## src/hdl/tlbpt_pkg.sv

```systemverilog
// Shared types and constants for the TLB / page-table translator.
package tlbpt_pkg;

  localparam int TLB_ENTRIES = 16;
  localparam int FRAME_COUNT = 256;
  localparam int PAGE_BYTES  = 256;

  localparam int ADDR_W  = 16;
  localparam int PAGE_W  = 8;
  localparam int OFF_W   = 8;
  localparam int FRAME_W = 8;
  localparam int CNT_W   = 16;
  localparam int PAGE_COUNT = 1 << PAGE_W;
  localparam int TLB_IDX_W  = $clog2(TLB_ENTRIES);

  localparam logic [FRAME_W-1:0] FRAME_LAST = FRAME_W'(FRAME_COUNT - 1);
  localparam logic [CNT_W-1:0]   CNT_MAX    = {CNT_W{1'b1}};

  typedef enum logic {
    ST_IDLE,
    ST_LOOK
  } state_t;

  // TLB lookup answer
  typedef struct packed {
    logic               hit;
    logic [FRAME_W-1:0] frame;
  } tlb_look_t;

  // TLB fill request
  typedef struct packed {
    logic               en;
    logic [PAGE_W-1:0]  page;
    logic [FRAME_W-1:0] frame;
  } tlb_fill_t;

endpackage

```

## src/hdl/tlbpt_tlb.sv

```systemverilog
// Fully associative TLB with FIFO replacement.
module tlbpt_tlb (
  input  logic                      clk,
  input  logic                      rst,
  input  logic [tlbpt_pkg::PAGE_W-1:0] page,
  input  tlbpt_pkg::tlb_fill_t      fill,
  output tlbpt_pkg::tlb_look_t      look
);

  logic [tlbpt_pkg::TLB_ENTRIES-1:0] valid;
  logic [tlbpt_pkg::PAGE_W-1:0]      tag   [tlbpt_pkg::TLB_ENTRIES];
  logic [tlbpt_pkg::FRAME_W-1:0]     frame [tlbpt_pkg::TLB_ENTRIES];
  logic [tlbpt_pkg::TLB_IDX_W-1:0]   oldest;

  // lowest matching entry wins
  always_comb begin
    look = '0;
    for (int i = tlbpt_pkg::TLB_ENTRIES - 1; i >= 0; i--) begin
      if (valid[i] && tag[i] == page) begin
        look.hit   = 1'b1;
        look.frame = frame[i];
      end
    end
  end

  always_ff @(posedge clk) begin
    if (rst) begin
      valid  <= '0;
      oldest <= '0;
    end else if (fill.en) begin
      valid[oldest] <= 1'b1;
      if (oldest == tlbpt_pkg::TLB_IDX_W'(tlbpt_pkg::TLB_ENTRIES - 1)) begin
        oldest <= '0;
      end else begin
        oldest <= oldest + 1'b1;
      end
    end
  end

  always_ff @(posedge clk) begin
    if (fill.en) begin
      tag[oldest]   <= fill.page;
      frame[oldest] <= fill.frame;
    end
  end

endmodule

```

## src/hdl/tlb_page_table_translator_top.sv

```systemverilog
// Top level of the TLB / page-table address translator.
//
// Input channel: logical_address with in_valid / in_stall. A transaction
// completes on a clock edge with in_valid high and in_stall low.
// Output channel: physical_address, tlb_hit, page_fault, hit_total and
// fault_total with out_valid / out_stall, one result per input transaction.
//
// On the accept edge the page-table read is issued (synchronous memory);
// once the output register is free, the finishing edge resolves the TLB
// lookup, page-table entry and frame allocation, writes back the table and
// TLB, and loads the output register. A new address is not accepted until
// the current one has finished; in_stall is high meanwhile.
// out_valid rises when the result is loaded into the output register.
//
// Reset (rst, synchronous) clears the TLB and page-table valid bits, the
// FIFO pointer, the free-frame pointer and both counters; no sweep needed.
// When the receiver stalls, the result holds in the output register; a
// finished lookup waits for that register, and in_stall stays high.
module tlb_page_table_translator_top (
  input  logic                          clk,
  input  logic                          rst,
  input  logic                          in_valid,
  output logic                          in_stall,
  input  logic [tlbpt_pkg::ADDR_W-1:0]  logical_address,
  output logic                          out_valid,
  input  logic                          out_stall,
  output logic [tlbpt_pkg::ADDR_W-1:0]  physical_address,
  output logic                          tlb_hit,
  output logic                          page_fault,
  output logic [tlbpt_pkg::CNT_W-1:0]   hit_total,
  output logic [tlbpt_pkg::CNT_W-1:0]   fault_total
);

  tlbpt_pkg::state_t state, state_next;

  logic [tlbpt_pkg::PAGE_W-1:0]  page;
  logic [tlbpt_pkg::OFF_W-1:0]   offset;
  logic [tlbpt_pkg::FRAME_W-1:0] rd_frame;
  logic [tlbpt_pkg::FRAME_W-1:0] free_frame;
  logic [tlbpt_pkg::CNT_W-1:0]   hit_counter;
  logic [tlbpt_pkg::CNT_W-1:0]   fault_counter;

  // page table: valid bits in flops, frames in a synchronous RAM
  logic [tlbpt_pkg::PAGE_COUNT-1:0] table_valid;
  logic [tlbpt_pkg::FRAME_W-1:0]    table_frame [tlbpt_pkg::PAGE_COUNT];

  tlbpt_pkg::tlb_look_t look;
  tlbpt_pkg::tlb_fill_t fill;

  logic                          accept;
  logic                          out_free;
  logic                          finish;
  logic                          entry_ok;
  logic                          fault;
  logic [tlbpt_pkg::FRAME_W-1:0] frame;

  assign accept   = in_valid && !in_stall;
  assign out_free = !out_valid || !out_stall;

  tlbpt_tlb u_tlb (
    .clk  (clk),
    .rst  (rst),
    .page (page),
    .fill (fill),
    .look (look)
  );

  // resolve: TLB first, then page table, else allocate a frame
  always_comb begin
    entry_ok = table_valid[page];
    fault    = !look.hit && !entry_ok;
    if (look.hit) begin
      frame = look.frame;
    end else if (entry_ok) begin
      frame = rd_frame;
    end else begin
      frame = free_frame;
    end
    fill.en    = finish && !look.hit;
    fill.page  = page;
    fill.frame = frame;
  end

  // control FSM
  always_comb begin
    state_next = state;
    in_stall   = 1'b1;
    finish     = 1'b0;
    case (state)
      tlbpt_pkg::ST_IDLE: begin
        in_stall = 1'b0;
        if (in_valid) begin
          state_next = tlbpt_pkg::ST_LOOK;
        end
      end
      tlbpt_pkg::ST_LOOK: begin
        if (out_free) begin
          finish     = 1'b1;
          state_next = tlbpt_pkg::ST_IDLE;
        end
      end
      default: state_next = tlbpt_pkg::ST_IDLE;
    endcase
  end

  always_ff @(posedge clk) begin
    if (rst) begin
      state <= tlbpt_pkg::ST_IDLE;
    end else begin
      state <= state_next;
    end
  end

  // capture the address and read the table on accept
  always_ff @(posedge clk) begin
    if (accept) begin
      page     <= logical_address[tlbpt_pkg::ADDR_W-1:tlbpt_pkg::OFF_W];
      offset   <= logical_address[tlbpt_pkg::OFF_W-1:0];
      rd_frame <= table_frame[logical_address[tlbpt_pkg::ADDR_W-1:tlbpt_pkg::OFF_W]];
    end
  end

  always_ff @(posedge clk) begin
    if (finish && fault) begin
      table_frame[page] <= free_frame;
    end
  end

  // allocation state, valid bits, counters
  always_ff @(posedge clk) begin
    if (rst) begin
      table_valid   <= '0;
      free_frame    <= '0;
      hit_counter   <= '0;
      fault_counter <= '0;
    end else if (finish) begin
      if (look.hit) begin
        if (hit_counter != tlbpt_pkg::CNT_MAX) begin
          hit_counter <= hit_counter + 1'b1;
        end
      end
      if (fault) begin
        table_valid[page] <= 1'b1;
        if (free_frame == tlbpt_pkg::FRAME_LAST) begin
          free_frame <= '0;
        end else begin
          free_frame <= free_frame + 1'b1;
        end
        if (fault_counter != tlbpt_pkg::CNT_MAX) begin
          fault_counter <= fault_counter + 1'b1;
        end
      end
    end
  end

  // output register
  always_ff @(posedge clk) begin
    if (rst) begin
      out_valid <= 1'b0;
    end else if (finish) begin
      out_valid <= 1'b1;
    end else if (!out_stall) begin
      out_valid <= 1'b0;
    end
  end

  always_ff @(posedge clk) begin
    if (finish) begin
      physical_address <= {frame, offset};
      tlb_hit          <= look.hit;
      page_fault       <= fault;
      if (look.hit && hit_counter != tlbpt_pkg::CNT_MAX) begin
        hit_total <= hit_counter + 1'b1;
      end else begin
        hit_total <= hit_counter;
      end
      if (fault && fault_counter != tlbpt_pkg::CNT_MAX) begin
        fault_total <= fault_counter + 1'b1;
      end else begin
        fault_total <= fault_counter;
      end
    end
  end

endmodule
```

## config.mk

```make
export PLATFORM = sky130hd
export DESIGN_NAME = tlb_page_table_translator_top
export DESIGN_NICKNAME = d
export VERILOG_FILES = /design/src/hdl/tlbpt_pkg.sv /design/src/hdl/tlbpt_tlb.sv /design/src/hdl/tlb_page_table_translator_top.sv
export SDC_FILE = /design/constraint.sdc
export NUM_CORES = 2
export LEC_CHECK = 0
export BUFFER_PORTS_ARGS = -buffer_cell sky130_fd_sc_hd__buf_2
export CAP_MARGIN = 20
export CORE_MARGIN = 5
export CORE_UTILIZATION = 50
export DETAILED_ROUTE_END_ITERATION = 8
export PLACE_DENSITY = 0.71
export SLEW_MARGIN = 5
export SYNTH_ARGS = -nofsm -noshare
export SYNTH_HDL_FRONTEND = slang
export SYNTH_SLANG_ARGS = --single-unit
```

## constraint.sdc

```tcl
create_clock -name clk -period 7.62 [get_ports clk]
set_clock_uncertainty 0.15 [all_clocks]
set_input_delay 0.762 -clock clk [delete_from_list [all_inputs] [get_ports clk]]
set_output_delay 0.762 -clock clk [all_outputs]
set_load 0.005 [all_outputs]
```

Word-level counts from Yosys, hierarchy flattened
Memory sizes are Yosys's and may differ from the RTL's. A register that Yosys moved wholly into a read port is not among the register bits.
Index checks and enable logic that the tools add are counted.
{"block": "word_totals", "reg_bits": 384, "ramBits": 2304, "input_bits": 20, "output_inout_bits": 52, "memories": 3}
{"block": "op_classes", "addsub": 4, "order_cmp": 4, "n_eq_ne": 21, "muxes": 40, "bitwise_logic": 3, "reduce_logical": 32}
{"name": "table_frame", "words": 256, "word_bits": 8, "read_ports": 1, "rd_clocked_by_memory_dff": 1, "wr": 1, "line": "tlb_page_table_translator_top.sv:45", "text": "logic [tlbpt_pkg::FRAME_W-1:0] table_frame [tlbpt_pkg::PAGE_COUNT];"}
{"name": "u_tlb.frame", "words": 16, "word_bits": 8, "read_ports": 16, "rd_clocked_by_memory_dff": 0, "wr": 1, "line": "tlbpt_tlb.sv:12", "text": "logic [tlbpt_pkg::FRAME_W-1:0] frame [tlbpt_pkg::TLB_ENTRIES];"}
{"name": "u_tlb.tag", "words": 16, "word_bits": 8, "read_ports": 16, "rd_clocked_by_memory_dff": 0, "wr": 1, "line": "tlbpt_tlb.sv:11", "text": "logic [tlbpt_pkg::PAGE_W-1:0] tag [tlbpt_pkg::TLB_ENTRIES];"}
{"op": "OR 256 bit", "count": 1}
{"op": "2-to-1 mux 9 bit", "count": 16}
{"op": "== test 8 bit", "count": 16}
{"op": "adder 16 x 1 -> 16 bit, second input constant", "count": 2}
{"op": "2-to-1 mux 16 bit", "count": 2}
{"op": "!= test 16 bit, second input constant", "count": 2}
{"op": "logical AND 1 bit", "count": 24}
{"op": "2-to-1 mux 8 bit", "count": 3}
{"op": "OR 16 bit", "count": 1}
{"op": "2-to-1 mux 1 bit", "count": 14}
{"op": "less-than comparator 8 x 9 -> 1 bit, second input constant", "count": 1}
{"op": "adder 8 x 1 -> 8 bit, second input constant", "count": 1}
{"op": "binary-select mux 1 bit (select 8 bit)", "count": 1}
{"op": "demux 1 bit (select 8 bit)", "count": 1}
{"op": "== test 8 bit, second input constant", "count": 1}
{"op": "greater-or-equal comparator 8 x 1 -> 1 bit, second input constant", "count": 1}
{"op": "AND reduction 3 bit", "count": 2}
{"op": "less-than comparator 4 x 5 -> 1 bit, second input constant", "count": 1}
{"op": "adder 4 x 1 -> 4 bit, second input constant", "count": 1}
{"op": "demux 1 bit (select 4 bit)", "count": 1}
{"op": "== test 4 bit, second input constant", "count": 1}
{"op": "greater-or-equal comparator 4 x 1 -> 1 bit, second input constant", "count": 1}
{"op": "logical NOT 1 bit", "count": 4}
{"op": "2-to-1 mux 4 bit", "count": 1}
{"op": "5 further kinds", "count": 5}

Longest topological paths before layout
{"block": "depth", "word_depth": 23, "mapped_depth": 17, "ltp_nobuf": 10}

Cells and area by module
Synthesis repeated with hierarchy kept, for this count alone.
{"block": "hier_totals", "hier_cells": 5374, "hier_area_um2": 106241.9}
{"mod": "tlb_page_table_translator_top", "instances": 1, "cells_per_inst": 4601, "area_each_um2": 94632.0, "seq_area_each_um2": 69686.8}
{"mod": "tlbpt_tlb", "instances": 1, "cells_per_inst": 773, "area_each_um2": 11609.9, "seq_area_each_um2": 8087.8}

Worst setup path before layout
No wires, ideal clock.
{"block": "synth_timing", "kind": "reg-to-reg", "from": "register free_frame[1] (netlist name)", "to": "register free_frame[7] (netlist name)", "setup_time_ns": 0.137, "arrival_ns": 4.946, "t_required_ns": 7.333, "slack_ns": 2.387, "path_stages_with_launch": 8, "n_path_buf": 0, "period_less_slack_ns": 5.233, "cell_sequence": "dfxtp_1 -> ha_1 -> and3_1 -> nand3_1 -> nor2_1 -> nor2b_1 -> o21ai_0 -> a21oi_1"}
{"block": "synth_via", "elab_chain_cells": 2, "word_cells_on_any_way": 3, "cone_classes": "add/sub: 1; eq/ne: 1; mux: 1"}
{"element": "from (decl)", "line": "tlb_page_table_translator_top.sv:39", "text": "logic [tlbpt_pkg::FRAME_W-1:0] free_frame;"}
{"element": "from (signal assigned)", "line": "tlb_page_table_translator_top.sv:147", "text": "free_frame <= free_frame + 1'b1;"}
{"element": "adder 8 x 1 -> 8 bit / == test 8 bit (equally long branches)", "line": "tlb_page_table_translator_top.sv:147, tlb_page_table_translator_top.sv:144"}
{"element": "2-to-1 mux 8 bit *", "line": "tlb_page_table_translator_top.sv:144", "text": "if (free_frame == tlbpt_pkg::FRAME_LAST) begin"}
Mark *: on every way between the ends. The rest lies on a longest branch, timed or not.
A chain may end at the register's enable or synchronous reset.

Final worst setup path
{"block": "layout_timing", "from": "register page[5] (netlist name)", "to": "memory table_frame[178][7] (netlist name), enable pin"}
{"block": "layout_via", "elab_chain_cells": 23, "word_cells_on_any_way": 56, "cone_classes": "eq/ne: 16; mux: 20; reduce/logical: 20"}
{"element": "from (decl)", "line": "tlb_page_table_translator_top.sv:36", "text": "logic [tlbpt_pkg::PAGE_W-1:0] page;"}
{"element": "from (signal assigned)", "line": "tlb_page_table_translator_top.sv:117", "text": "page <= logical_address[tlbpt_pkg::ADDR_W-1:tlbpt_pkg::OFF_W];"}
{"element": "== test 8 bit", "line": "tlbpt_tlb.sv:19", "text": "if (valid[i] && tag[i] == page) begin"}
{"element": "logical AND 1 bit", "line": "tlbpt_tlb.sv:19"}
{"element": "2-to-1 mux 9 bit (16 in series)", "line": "tlbpt_tlb.sv:19"}
{"element": "logical NOT 1 bit", "line": "tlb_page_table_translator_top.sv:71", "text": "fault = !look.hit && !entry_ok;"}
{"element": "logical AND 1 bit", "line": "tlb_page_table_translator_top.sv:71"}
{"element": "logical AND 1 bit", "line": "tlb_page_table_translator_top.sv:124", "text": "if (finish && fault) begin"}
{"element": "2-to-1 mux 1 bit", "line": "tlb_page_table_translator_top.sv:124"}
{"element": "2-to-1 mux 1 bit (not written as such)", "line": "tlb_page_table_translator_top.sv:125", "text": "table_frame[page] <= free_frame;"}
{"element": "to (decl)", "line": "tlb_page_table_translator_top.sv:45"}
Parallel ways exist; a longest one is shown, timed or not. The select of a mux whose other input is x is not followed.

==> results.toml <==
[run_status]
outcome = "finished clean"

[logic_synthesis]
synth.area.top_cells = "edfxtp_1, mux4_2, dfxtp_1"
ys_warn_count = 0
synth_ff_type = "edfxtp_1"
synth.top_cells.by_count = "edfxtp_1, mux4_2, nor2_1"
netlist-cell-type-count = 69
synth_most_common_cell = "edfxtp_1"
synth_sequential_area_ratio_pct = 73.3
synth_nets = 5554
synth_edf_count = 2378
synth_area_per_cell_um2 = 19.2
ys_async_sr_fraction_pct = 0
netlist.top_cell.by_area = "edfxtp_1"
ys_seq_elements = 2696
netlist_area_um2 = 106000
netlist_instances = 5527
synth.top_cell.area_share_pct = 67.3

[clock_tree]
clk_latency_ns = 0.94
clk_pin_slew_ns = 0.06
cts_resized = 0
cts_tree = "yes"
clockBufferDepth = 4
cts_max_level = 5
cts_made_buffers = 286
clkSinkCount = 2696
root_buffer = "clkbuf_16"

[floorplanning]
ios = 72
dieArea_um2 = 222000
initial_core_util_pct = 50.2
die_h_um = 471
die_x_um = 471
num_rows = 169
core_um2 = 212000

[placement]
dpl-instance-area_um2 = 110000
dp_hpwl_mm = 162
port_buffers = 71
place.gp.congestion = 0.930

[global_routing]
grt_util_all_layers_pct = 23.4
grt_pass1_vias = 54091
overflow = 0
grt_pass1_wl_mm = 383
grt_start_max_net_pins = 206
antenna_found_initial = 10

[worst_setup_path]
arrival_ns = 6.57
endpoint = "table_frame[178][7]$_DFFE_PP_"
rr_worst_depth = 13
end_kind = "register"
cp_max_fo = 20
rrSetupSlack_ns = 1.39
r2r_start = "page[5]$_DFFE_PP_"
worstPathRequired_ns = 7.96
startpoint_type = "register"
timing.rr.end = "table_frame[178][7]$_DFFE_PP_"
path_class = "reg -> reg"
crit_start = "page[5]$_DFFE_PP_"

[sta]
worst_pin_slew_ns = 1.24
slew_headroom_pct = 16.7
setup_viol = 0
fmax_mhz = 161
drv_slew = 0
setup_tns_ns = 0
finalCritPeriodShare_pct = 81.7
period_needed_ns = 6.23
final-hold-violation-count = 0
rsz0062_at_grt = "no"

[route]
drt_iter0_drc = 6879
wire_per_inst_um = 29.8
via_per_inst = 6.24
drtPass1Iterations = 8
vias = 54511
wl_mm = 260
ant_nets = 0
drcViolationCount = 0

[power_and_ir_drop]
p_leak_uw = 0.0334
vdd_drop_max_mv = 0.260
power_density_nw_per_um2 = 255

[layout]
fin_nets = 5725
layout-drive-gt1-share_pct = 26.9
area_delta_synth_final_pct = 12.2
fin_area_um2 = 119000

[hold_path]
hold_start = "logical_address[13]"
hold_path.class = "in -> reg"

[job]
cap_violations = 0
-- placed cells by master, fill, tap and decap left out, types with 15 or more instances in the layout --
master,instances
buf_2,66
buf_12,17
nand3_1,52
and3_1,31
nor4_1,16
nor3_2,209
xnor2_1,156
edfxtp_1,2378
mux4_2,744
a21oi_1,75
o21ai_0,19
nand4_1,25
clkbuf_8,17
xor2_1,24
clkinv_1,39
clkinv_2,52
clkbuf_1,57
nor3_1,66
nor2_1,658
mux2i_1,20
nand2_1,177
mux2_2,15
a31oi_1,35
bufinv_16,19
dfxtp_1,310
buf_4,95
clkbuf_16,297
-- worst min-delay path by stage --
| stage | end | slack [ns] | cells after the start |
|---|---|---|---|
| after floorplan | physical_address[0]$_DFFE_PP_ | 0.25 | 0 |
| after global placement | physical_address[4]$_DFFE_PP_ | 0.25 | 0 |
| after detailed placement | physical_address[2]$_DFFE_PP_ | 0.26 | 0 |
| after CTS | page[7]$_DFFE_PP_ | 0.12 | 1 |
| after global routing | page[7]$_DFFE_PP_ | 0.13 | 1 |
| final | page[5]$_DFFE_PP_ | 0.16 | 1 |
-- stage by stage --
step	power, µW	setup WS (ns)	instances	utilization, %	hold WS [ns]
after detailed placement	17300	1.53	8219	52.0	0.258
after global placement	17300	1.55	8217	52.0	0.252
after global routing	31300	1.02	8727	56.3	0.126
final	30400	1.39	8733	56.3	0.163
after floorplan	17000	2.39	5527	-	0.250
after CTS	30600	1.32	8723	56.3	0.117
-- state kept, by name, indices dropped and copies added, names as in the netlist, 8 cells and up --
signal            count
u_tlb.valid          16
u_tlb.frame         128
offset                8
free_frame            8
hit_total            16
u_tlb.tag           128
table_valid         256
fault_total          16
page                  8
table_frame        2048
hit_counter          16
rd_frame              8
fault_counter        16
physical_address     16
-- critical path, stage by stage (launching register included) --
cell	delay, ns
edfxtp_1	0.88
buf_4	0.40
xnor2_1	0.12
nand3_1	0.18
nor3_1	0.10
buf_4	0.20
nor3_1	0.56
nand4_1	0.25
nor2_1	0.52
inv_1	0.18
nor3_4	0.51
nand3_1	0.73
buf_4	0.47
nor2_1	0.51
-- what timing repair did --
action                                 4_1_cts  5_1_grt
hold buffers                                10        0
endpoints found under the hold margin       10        0
setup buffers                                0        0
-- cell families (layout without fill, tap and decap cells) --
family / count (synthesis) / in the layout / synth area share (%)
simple gates: 1320 / 1320 / 6.41
xor+xnor: 180 / 180 / 1.49
compound gates: 216 / 216 / 1.33
buf+inv: 329 / 706 / 1.29
mux: 779 / 779 / 16.1
other cells: 0 / 8 / 0
fa+ha+maj: 7 / 7 / 0.0825
flops: 2696 / 2696 / 73.3
-- power breakdown --
part           total [µW]  switching, µW  internal [µW]
sequential          16000           40.3          16000
clock               13400           5510           7910
combinational         974            656            318
-- final cells by class --
class,count,area (µm²)
inverter,17,63.8
clock inverter,123,1100
antenna,8,20.0
clock buffer,371,7880
sequential,2696,77800
timing repair buffer,195,1590
tap,2821,3530
fill,15386,92500
multi-input combinational,2502,27100
-- layer usage --
layer / track usage [%] / share of wire (%)
met1: 33.2 / 39
met2: 36.0 / 47
met3: 5.17 / 9.7
met4: 8.68 / 4.1
met5: 0 / 0.0050
Power figures use the tool's default switching activity.
